### src/rtl/cia_pkg.sv
// ----------------------------------------------------------------------------
// cia_pkg: shared types and constants of the complex integer ALU
// Operation codes, result width and the side data that rides the divider row.
// ----------------------------------------------------------------------------
package cia_pkg;

    localparam int OperandWidthDefault = 16;
    localparam int ResWidth            = 33;
    localparam int ModeWidth           = 3;

    typedef enum logic [ModeWidth-1:0] {
        MODE_ADD  = 3'd0,
        MODE_SUB  = 3'd1,
        MODE_MUL  = 3'd2,
        MODE_DIV  = 3'd3,
        MODE_CONJ = 3'd4
    } t_mode;

    // Side data carried alongside the quotient bits through the divider row.
    typedef struct packed {
        logic                        is_div;
        logic                        div_zero;
        logic                        neg_re;
        logic                        neg_im;
        logic signed [ResWidth-1:0]  byp_re;
        logic signed [ResWidth-1:0]  byp_im;
    } t_meta;

endpackage

### src/rtl/cia_div_cell.sv
// ----------------------------------------------------------------------------
// cia_div_cell: one restoring division step for two lanes
// Produces one quotient bit per lane and hands the partial state onward.
// ----------------------------------------------------------------------------
module cia_div_cell #(
    parameter int NW = 2 * cia_pkg::OperandWidthDefault
) (
    input  logic           i_clk,
    input  logic           i_rst_n,
    input  logic           i_en,
    input  logic           i_valid,
    input  logic [NW-1:0]  i_den,
    input  logic [NW-1:0]  i_rem_re,
    input  logic [NW-1:0]  i_nq_re,
    input  logic [NW-1:0]  i_rem_im,
    input  logic [NW-1:0]  i_nq_im,
    input  cia_pkg::t_meta i_meta,
    output logic           o_valid,
    output logic [NW-1:0]  o_den,
    output logic [NW-1:0]  o_rem_re,
    output logic [NW-1:0]  o_nq_re,
    output logic [NW-1:0]  o_rem_im,
    output logic [NW-1:0]  o_nq_im,
    output cia_pkg::t_meta o_meta
);

    logic [NW-1:0]  r_den, r_rem_re, r_nq_re, r_rem_im, r_nq_im;
    logic [NW-1:0]  n_rem_re, n_nq_re, n_rem_im, n_nq_im;
    logic           r_valid;
    cia_pkg::t_meta r_meta;

    // Shift the next numerator bit into the remainder and try a subtract.
    function automatic logic [2*NW-1:0] div_step(input logic [NW-1:0] rem,
                                                 input logic [NW-1:0] nq,
                                                 input logic [NW-1:0] den);
        logic [NW:0] t;
        logic [NW:0] d;
        t = {rem, nq[NW-1]};
        d = t - {1'b0, den};
        if (!d[NW]) begin
            div_step = {d[NW-1:0], nq[NW-2:0], 1'b1};
        end else begin
            div_step = {t[NW-1:0], nq[NW-2:0], 1'b0};
        end
    endfunction

    always_comb begin
        {n_rem_re, n_nq_re} = div_step(i_rem_re, i_nq_re, i_den);
        {n_rem_im, n_nq_im} = div_step(i_rem_im, i_nq_im, i_den);
    end

    always_ff @(posedge i_clk) begin
        if (!i_rst_n) begin
            r_valid <= 1'b0;
        end else if (i_en) begin
            r_valid <= i_valid;
        end
    end

    always_ff @(posedge i_clk) begin
        if (i_en) begin
            r_den    <= i_den;
            r_rem_re <= n_rem_re;
            r_nq_re  <= n_nq_re;
            r_rem_im <= n_rem_im;
            r_nq_im  <= n_nq_im;
            r_meta   <= i_meta;
        end
    end

    assign o_valid  = r_valid;
    assign o_den    = r_den;
    assign o_rem_re = r_rem_re;
    assign o_nq_re  = r_nq_re;
    assign o_rem_im = r_rem_im;
    assign o_nq_im  = r_nq_im;
    assign o_meta   = r_meta;

endmodule

### config.mk
export PLATFORM = sky130hd
export DESIGN_NAME = cia_div_cell
export DESIGN_NICKNAME = d
export VERILOG_FILES = /design/src/rtl/cia_pkg.sv /design/src/rtl/cia_div_cell.sv
export SDC_FILE = /design/constraint.sdc
export NUM_CORES = 1
export LEC_CHECK = 0
export ABC_AREA = 1
export BUFFER_PORTS_ARGS = -buffer_cell sky130_fd_sc_hd__buf_2
export CAP_MARGIN = 25
export CELL_PAD_IN_SITES_DETAIL_PLACEMENT = 1
export CELL_PAD_IN_SITES_GLOBAL_PLACEMENT = 2
export CORE_MARGIN = 2
export CORE_UTILIZATION = 31
export CTS_CLUSTER_DIAMETER = 120
export DETAILED_ROUTE_END_ITERATION = 8
export GPL_ROUTABILITY_DRIVEN = 0
export GPL_TIMING_DRIVEN = 1
export HOLD_SLACK_MARGIN = 0.05
export PLACE_DENSITY = 0.88
export REMOVE_ABC_BUFFERS = 1
export SLEW_MARGIN = 5
export SYNTH_ARGS = -nofsm -noshare
export SYNTH_HDL_FRONTEND = slang
export SYNTH_SLANG_ARGS = --single-unit
### constraint.sdc
create_clock -name i_clk -period 3.75 [get_ports i_clk]
set_clock_uncertainty 0.05 [all_clocks]
set_input_delay 0.375 -clock i_clk [delete_from_list [all_inputs] [get_ports i_clk]]
set_output_delay 0.375 -clock i_clk [all_outputs]
set_load 0.01 [all_outputs]
==> flow_summary.yaml, run 1 <==
sta:
  rsz0062_at_grt: "false"
  finalSetupViolCount: 0
  fin_crit_ns: 2.85
  setup_tns_ns: 0
  max_slew_margin_pct: 44.5
  timing.fmax_ghz: 0.351
  slew_viol_final: 0
  worst_pin_slew_ns: 0.833
  period_share_pct: 75.9
  hold_violations: 0
  holdWs_ns: 0.0758
detailed_routing:
  wl_met3_mm: 3.04
  routed-wl-met2_mm: 30.0
  viasPerCell: 4.70
  wl_met1_mm: 23.2
  wirelength_mm: 59.1
  vias: 13100
  initialDrtViolationCount: 624
  ant_nets: 0
  post_drt_wl_per_cell_microns: 21.3
  top_layer: "met5"
  drc: 0
  first_pass_iters: 5
cts:
  post-cts-setup-buffers: 0
  holdBufCountCts: 170
  clock_path_buffers: 3
  root_buffer: "clkbuf_16"
  cts_buffers: 26
  cts.sinks: 231
  htreeDepth: 1
  post_cts_resized: 0
  cts_tree: "yes"
  insertion_delay_ns: 0.53
  clk_pin_slew_ns: 0.06
min_path:
  min_path_type: "in2reg"
layout:
  drive_gt1_share_pct: 25.8
  utilization_pct: 44.5
  syn2layout_area_growth_pct: 40.9
  layout.nets: 2519
synthesis:
  ys_seq_area_share_pct: 52.0
  synthSimpleGateAreaFrac_pct: 27.3
  synthAdderAreaFrac_pct: 6.31
  synth_top_family_by_area: "simple AND/OR/NAND/NOR gates"
  synth_warnings: 0
  synth-seq-cells: 231
  synth-compound-area-share_pct: 2.98
  postSynthAreaPerCell_sq_um: 8.51
  synth_top_area_cell: "edfxtp_1"
  synth_edf_count: 230
  ys.flop_type: "edfxtp_1"
  synthXorXnorAreaFrac_pct: 1.97
  synth_cell_types: 30
  synthCells: 1565
  syn_area_sq_mm: 0.0133
  yosysMostFrequentCell: "nand2_1"
  synth_commonest_cells: "nand2_1 (627), inv_1 (287), edfxtp_1 (230)"
  synth.area.mux_share_pct: 0
  yosysTopAreaCellShare_pct: 51.9
  yosys-top-cells-area: "edfxtp_1 (52%), nand2_1 (18%), inv_1 (8.1%), ha_1 (6.0%), nand2_2 (2.4%)"
  async_reset_ff_share_pct: 0
global_route:
  grt_pass1_vias: 14100
  grt_max_degree: 94
  antenna_found_initial: 5
  groute.usage.overall_pct: 26.2
  grt-ovfl-total: 0
  grt_pass1_wl_mm: 87.5
power:
  leakage_nw: 9.67
  power_density_mw_per_mm2: 417
  vdd_drop_max_mv: 0.305
job:
  max_cap_viol_count: 0
floorplanning:
  row_count: 75
  die_h_microns: 211
  io_pins: 465
  start_util_pct: 31.6
  die-area_sq_mm: 0.0446
  core_sq_mm: 0.0421
  dieWidth_microns: 211
critical_path:
  start_kind: "input pin"
  path_class: "in2reg"
  cp_cell_sequence: "dlygate4sd3_1, buf_2, ha_1, fa_1, inv_1, nand2_1, nand2_1, nand3_1, nand2_2, nand2_2, nand2_2, nand2_2, nand3_1, nand2_4, nand2_1, nand2_1"
  cp_max_fo: 32
  end_kind: "flop"
  cp.arrival_ns: 3.10
  required_ns: 4.00
  slowest_stage: "dlygate4sd3_1"
  crit_path_max_incr_delay_ns: 0.55
placement:
  dp_hpwl_mm: 44.4
  placement.io_buffers: 464
outcome:
  run_status: "finished clean"
==> through the flow <==
step,std cells,cell area (sq um),setup slack [ns],total power [mW]
after global routing,2775,18800,0.729,8.20
after floorplan,1553,13100,1.45,4.23
after detailed placement,2560,16200,0.960,5.07
after global placement,2560,16200,1.01,5.03
final,2779,18800,0.903,7.83
after CTS,2774,18800,0.942,7.83
==> routing by layer <==
layer | GRT usage, % | vias up
met4 | 11.5 | 4
met3 | 4.15 | 125
met1 | 30.1 | 6281
met2 | 48.1 | 409
li1 | - | 6246
met5 | 0 | -
==> sequential cells by signal, indices dropped and copies added, names as in the netlist <==
name	flops
o_valid	1
o_rem_im	32
o_rem_re	32
o_meta	70
o_den	32
o_nq_im	32
o_nq_re	32
==> cell families after synthesis <==
| logic type | Yosys count |
|---|---|
| adder cells (fa/ha/maj) | 66 |
| XOR/XNOR | 30 |
| flip-flops | 231 |
| buffers and inverters | 300 |
| AO/OA/AOI/OAI | 68 |
| AND/OR/NAND/NOR | 870 |
==> report_power, final <==
group | leakage [nW] | switching (mW) | internal (mW)
Combinational | 7.02 | 1.23 | 0.720
Sequential | 2.25 | 0.0921 | 3.15
Clock | 0.401 | 1.13 | 1.51
Total | 9.67 | 2.44 | 5.38
==> worst max-delay path: cells and delay by family <==
family | cells | cell delay [ns]
adder cells (fa/ha/maj) | 2 | 0.67
buffers and inverters | 3 | 0.83
AND/OR/NAND/NOR | 11 | 1.21
==> final cells by class <==
class / instances / area [sq um]
Antenna cell: 5 / 12.5
Clock buffer: 30 / 687
Clock inverter: 14 / 155
Fill cell: 5108 / 23400
Inverter: 288 / 1080
Multi-Input combinational cell: 1034 / 5140
Sequential cell: 231 / 6930
Tap cell: 539 / 674
Timing Repair Buffer: 638 / 4090
==> worst paths after layout <==
check | start | end | slack [ns] | depth (start not counted)
min | i_rem_re[7] | o_rem_re[8]$_DFFE_PP_ | 0.08 | 3
max | i_den[0] | o_rem_re[0]$_DFFE_PP_ | 0.90 | 16
max reg2reg | o_valid$_SDFFE_PN0P_ | o_valid$_SDFFE_PN0P_ | 2.36 | 3
min reg2reg | o_valid$_SDFFE_PN0P_ | o_valid$_SDFFE_PN0P_ | 1.19 | 3
==> layout by cell type (no fill, tap or decap), drive strengths merged <==
| cell type | count |
|---|---|
| bufinv | 3 |
| clkinv | 8 |
| buf | 468 |
| o21bai | 10 |
| o21ai | 5 |
| and3 | 2 |
| nand3 | 66 |
| edfxtp | 230 |
| dlygate4sd3 | 170 |
| a21oi | 51 |
| fa | 2 |
| diode | 5 |
| or2 | 2 |
| clkbuf | 30 |
| and2 | 6 |
| xor2 | 28 |
| nand2 | 686 |
| nor2 | 80 |
| inv | 288 |
| nand4 | 16 |
| xnor2 | 2 |
| clkinvlp | 3 |
| dfxtp | 1 |
| ha | 64 |
| nor3 | 12 |
| a21o | 2 |
No activity file was read; power rests on OpenSTA's default activity.
==> run 2, diff against run 1 <==
- CORE_UTILIZATION: 31 -> 29
- PLACE_DENSITY: 0.88 -> 0.83
- clock period: 3.75 -> 2.73 ns (I/O delays scaled with it)
==> flow_summary.yaml, run 2 (same netlist as run 1, synthesis figures left out) <==
layout:
  final_common_cell: "nand2_1"
  largest_reg_flops: 70
  final_cell_mix: "nand2_1 (627), buf_2 (463), inv_1 (286)"
  fillers: 5469
  syn2layout_area_growth_pct: 48.7
  drive_gt1_share_pct: 26.2
  multiInputGateArea_sq_mm: 0.00531
  regArea_sq_mm: 0.00693
  layout.nets: 2598
  instances_no_fill: 2928
cts:
  root_buffer: "clkbuf_16"
  cts_tree: "yes"
  cts.sinks: 231
  clk_pin_slew_ns: 0.06
  clock_path_buffers: 3
  htreeDepth: 1
  insertion_delay_ns: 0.58
  cts_buffers: 28
sta:
  timing.fmax_ghz: 0.385
  hold_violations: 0
  max_slew_margin_pct: 67.5
  period_share_pct: 95.2
  holdWs_ns: 0.304
  worst_pin_slew_ns: 0.488
  finalWorstSetupSlack_ns: 0.132
  finalSetupViolCount: 0
  fin_crit_ns: 2.60
  rsz0062_at_grt: "true"
  slew_viol_final: 0
global_route:
  grt-ovfl-total: 0
  use_met1_pct: 27.5
  grt_max_degree: 86
  antenna_found_initial: 7
  grt_pass1_vias: 14300
  top_usage_layer: "met2"
  groute.usage.overall_pct: 24.6
  grt_pass1_wl_mm: 87.5
  global_route.usage.met3_pct: 3.56
  met2_usage_pct: 46.6
critical_path:
  start_kind: "input pin"
  path_common_cell: "nand2_2"
  cp_cell_sequence: "dlygate4sd3_1, buf_2, inv_1, ha_1, nand2_2, inv_1, a21oi_2, nand2_2, nand2_2, nand2_2, nand2_2, nand2_2, nand2_8, nand2_8, nand2_1, nand2_1"
  required_ns: 3.00
  cp.arrival_ns: 2.86
  end_kind: "flop"
  slowest_stage: "dlygate4sd3_1"
  cp_max_fo: 16
  path_class: "in2reg"
  startpoint: "i_den[6]"
  crit_path_max_incr_delay_ns: 0.55
  regToRegStartpoint: "o_valid$_SDFFE_PN0P_"
floorplanning:
  die_h_microns: 218
  dieWidth_microns: 218
  die-area_sq_mm: 0.0476
  start_util_pct: 29.3
  core_sq_mm: 0.0454
  row_count: 78
  io_pins: 465
power:
  leakage_nw: 10.1
  fin_total_pwr_mw: 11.1
  vdd_drop_max_mv: 0.456
  power_density_mw_per_mm2: 560
detailed_routing:
  initialDrtViolationCount: 598
  viasPerCell: 4.58
  ant_nets: 0
  drc: 0
  vias: 13400
  post_drt_wl_per_cell_microns: 21.0
  wirelength_mm: 61.5
  first_pass_iters: 4
placement:
  placed_cells: 2633
  dp_hpwl_mm: 45.6
  dp_worst_setup_slack_ns: 0.0384
  placement.io_buffers: 464
outcome:
  run_status: "finished clean"
min_path:
  hold_start: "i_rem_re[31]"
  min_path_type: "in2reg"
job:
  max_cap_viol_count: 0
run 2: what timing repair did:
action | 4_1_cts | 5_1_grt
gates resized for setup | 0 | 20
endpoints found under the hold margin | 239 | 0
hold buffers | 231 | 0
buffers inserted | 0 | 0
endpoints found under the setup margin | 0 | 65
run 2: worst max-delay path, delay by kind of cell:
| family | cells | cell delay [ns] |
|---|---|---|
| AO/OA/AOI/OAI | 1 | 0.19 |
| buffers and inverters | 4 | 0.88 |
| adder cells (fa/ha/maj) | 1 | 0.38 |
| AND/OR/NAND/NOR | 10 | 1.12 |
run 2: per-layer routing:
metal / routed length, microns / vias to the layer above / part of all wire, %
met5: 13 / - / 0.021
met4: 2550 / 2 / 4.2
met3: 2980 / 119 / 4.8
met2: 32200 / 422 / 52
met1: 23800 / 6445 / 39
li1: - / 6413 / -
run 2: worst paths after layout:
path | end | slack, ns | cells past startpoint
setup reg to reg | o_valid$_SDFFE_PN0P_ | 1.43 | 3
hold reg to reg | o_valid$_SDFFE_PN0P_ | 1.10 | 3
hold / removal | o_rem_re[6]$_DFFE_PP_ | 0.30 | 5
setup / recovery | o_rem_re[31]$_DFFE_PP_ | 0.13 | 16
run 2: per-stage QoR:
step,cell area (sq um),TNS [ns],utilization (%)
after floorplan,13100,0,-
after global placement,16400,0,36.1
after global routing,19800,-0.0234,43.6
after CTS,19600,0,43.2
after detailed placement,16400,0,36.1
final,19800,0,43.6
run 2: layout make-up:
class	instances	area share, %
Tap cell	600	3.79
Clock inverter	18	0.821
Sequential cell	231	35.0
Clock buffer	34	3.70
Timing Repair Buffer	711	24.3
Multi-Input combinational cell	1038	26.8
Antenna cell	8	0.101
Inverter	288	5.46
run 2: report_power, final:
part / leakage, nW / switching (mW) / total [mW] / internal (mW)
clock network: 0.425 / 1.72 / 3.76 / 2.04
logic: 7.38 / 1.77 / 2.86 / 1.09
registers: 2.25 / 0.130 / 4.46 / 4.33
total: 10.1 / 3.61 / 11.1 / 7.47
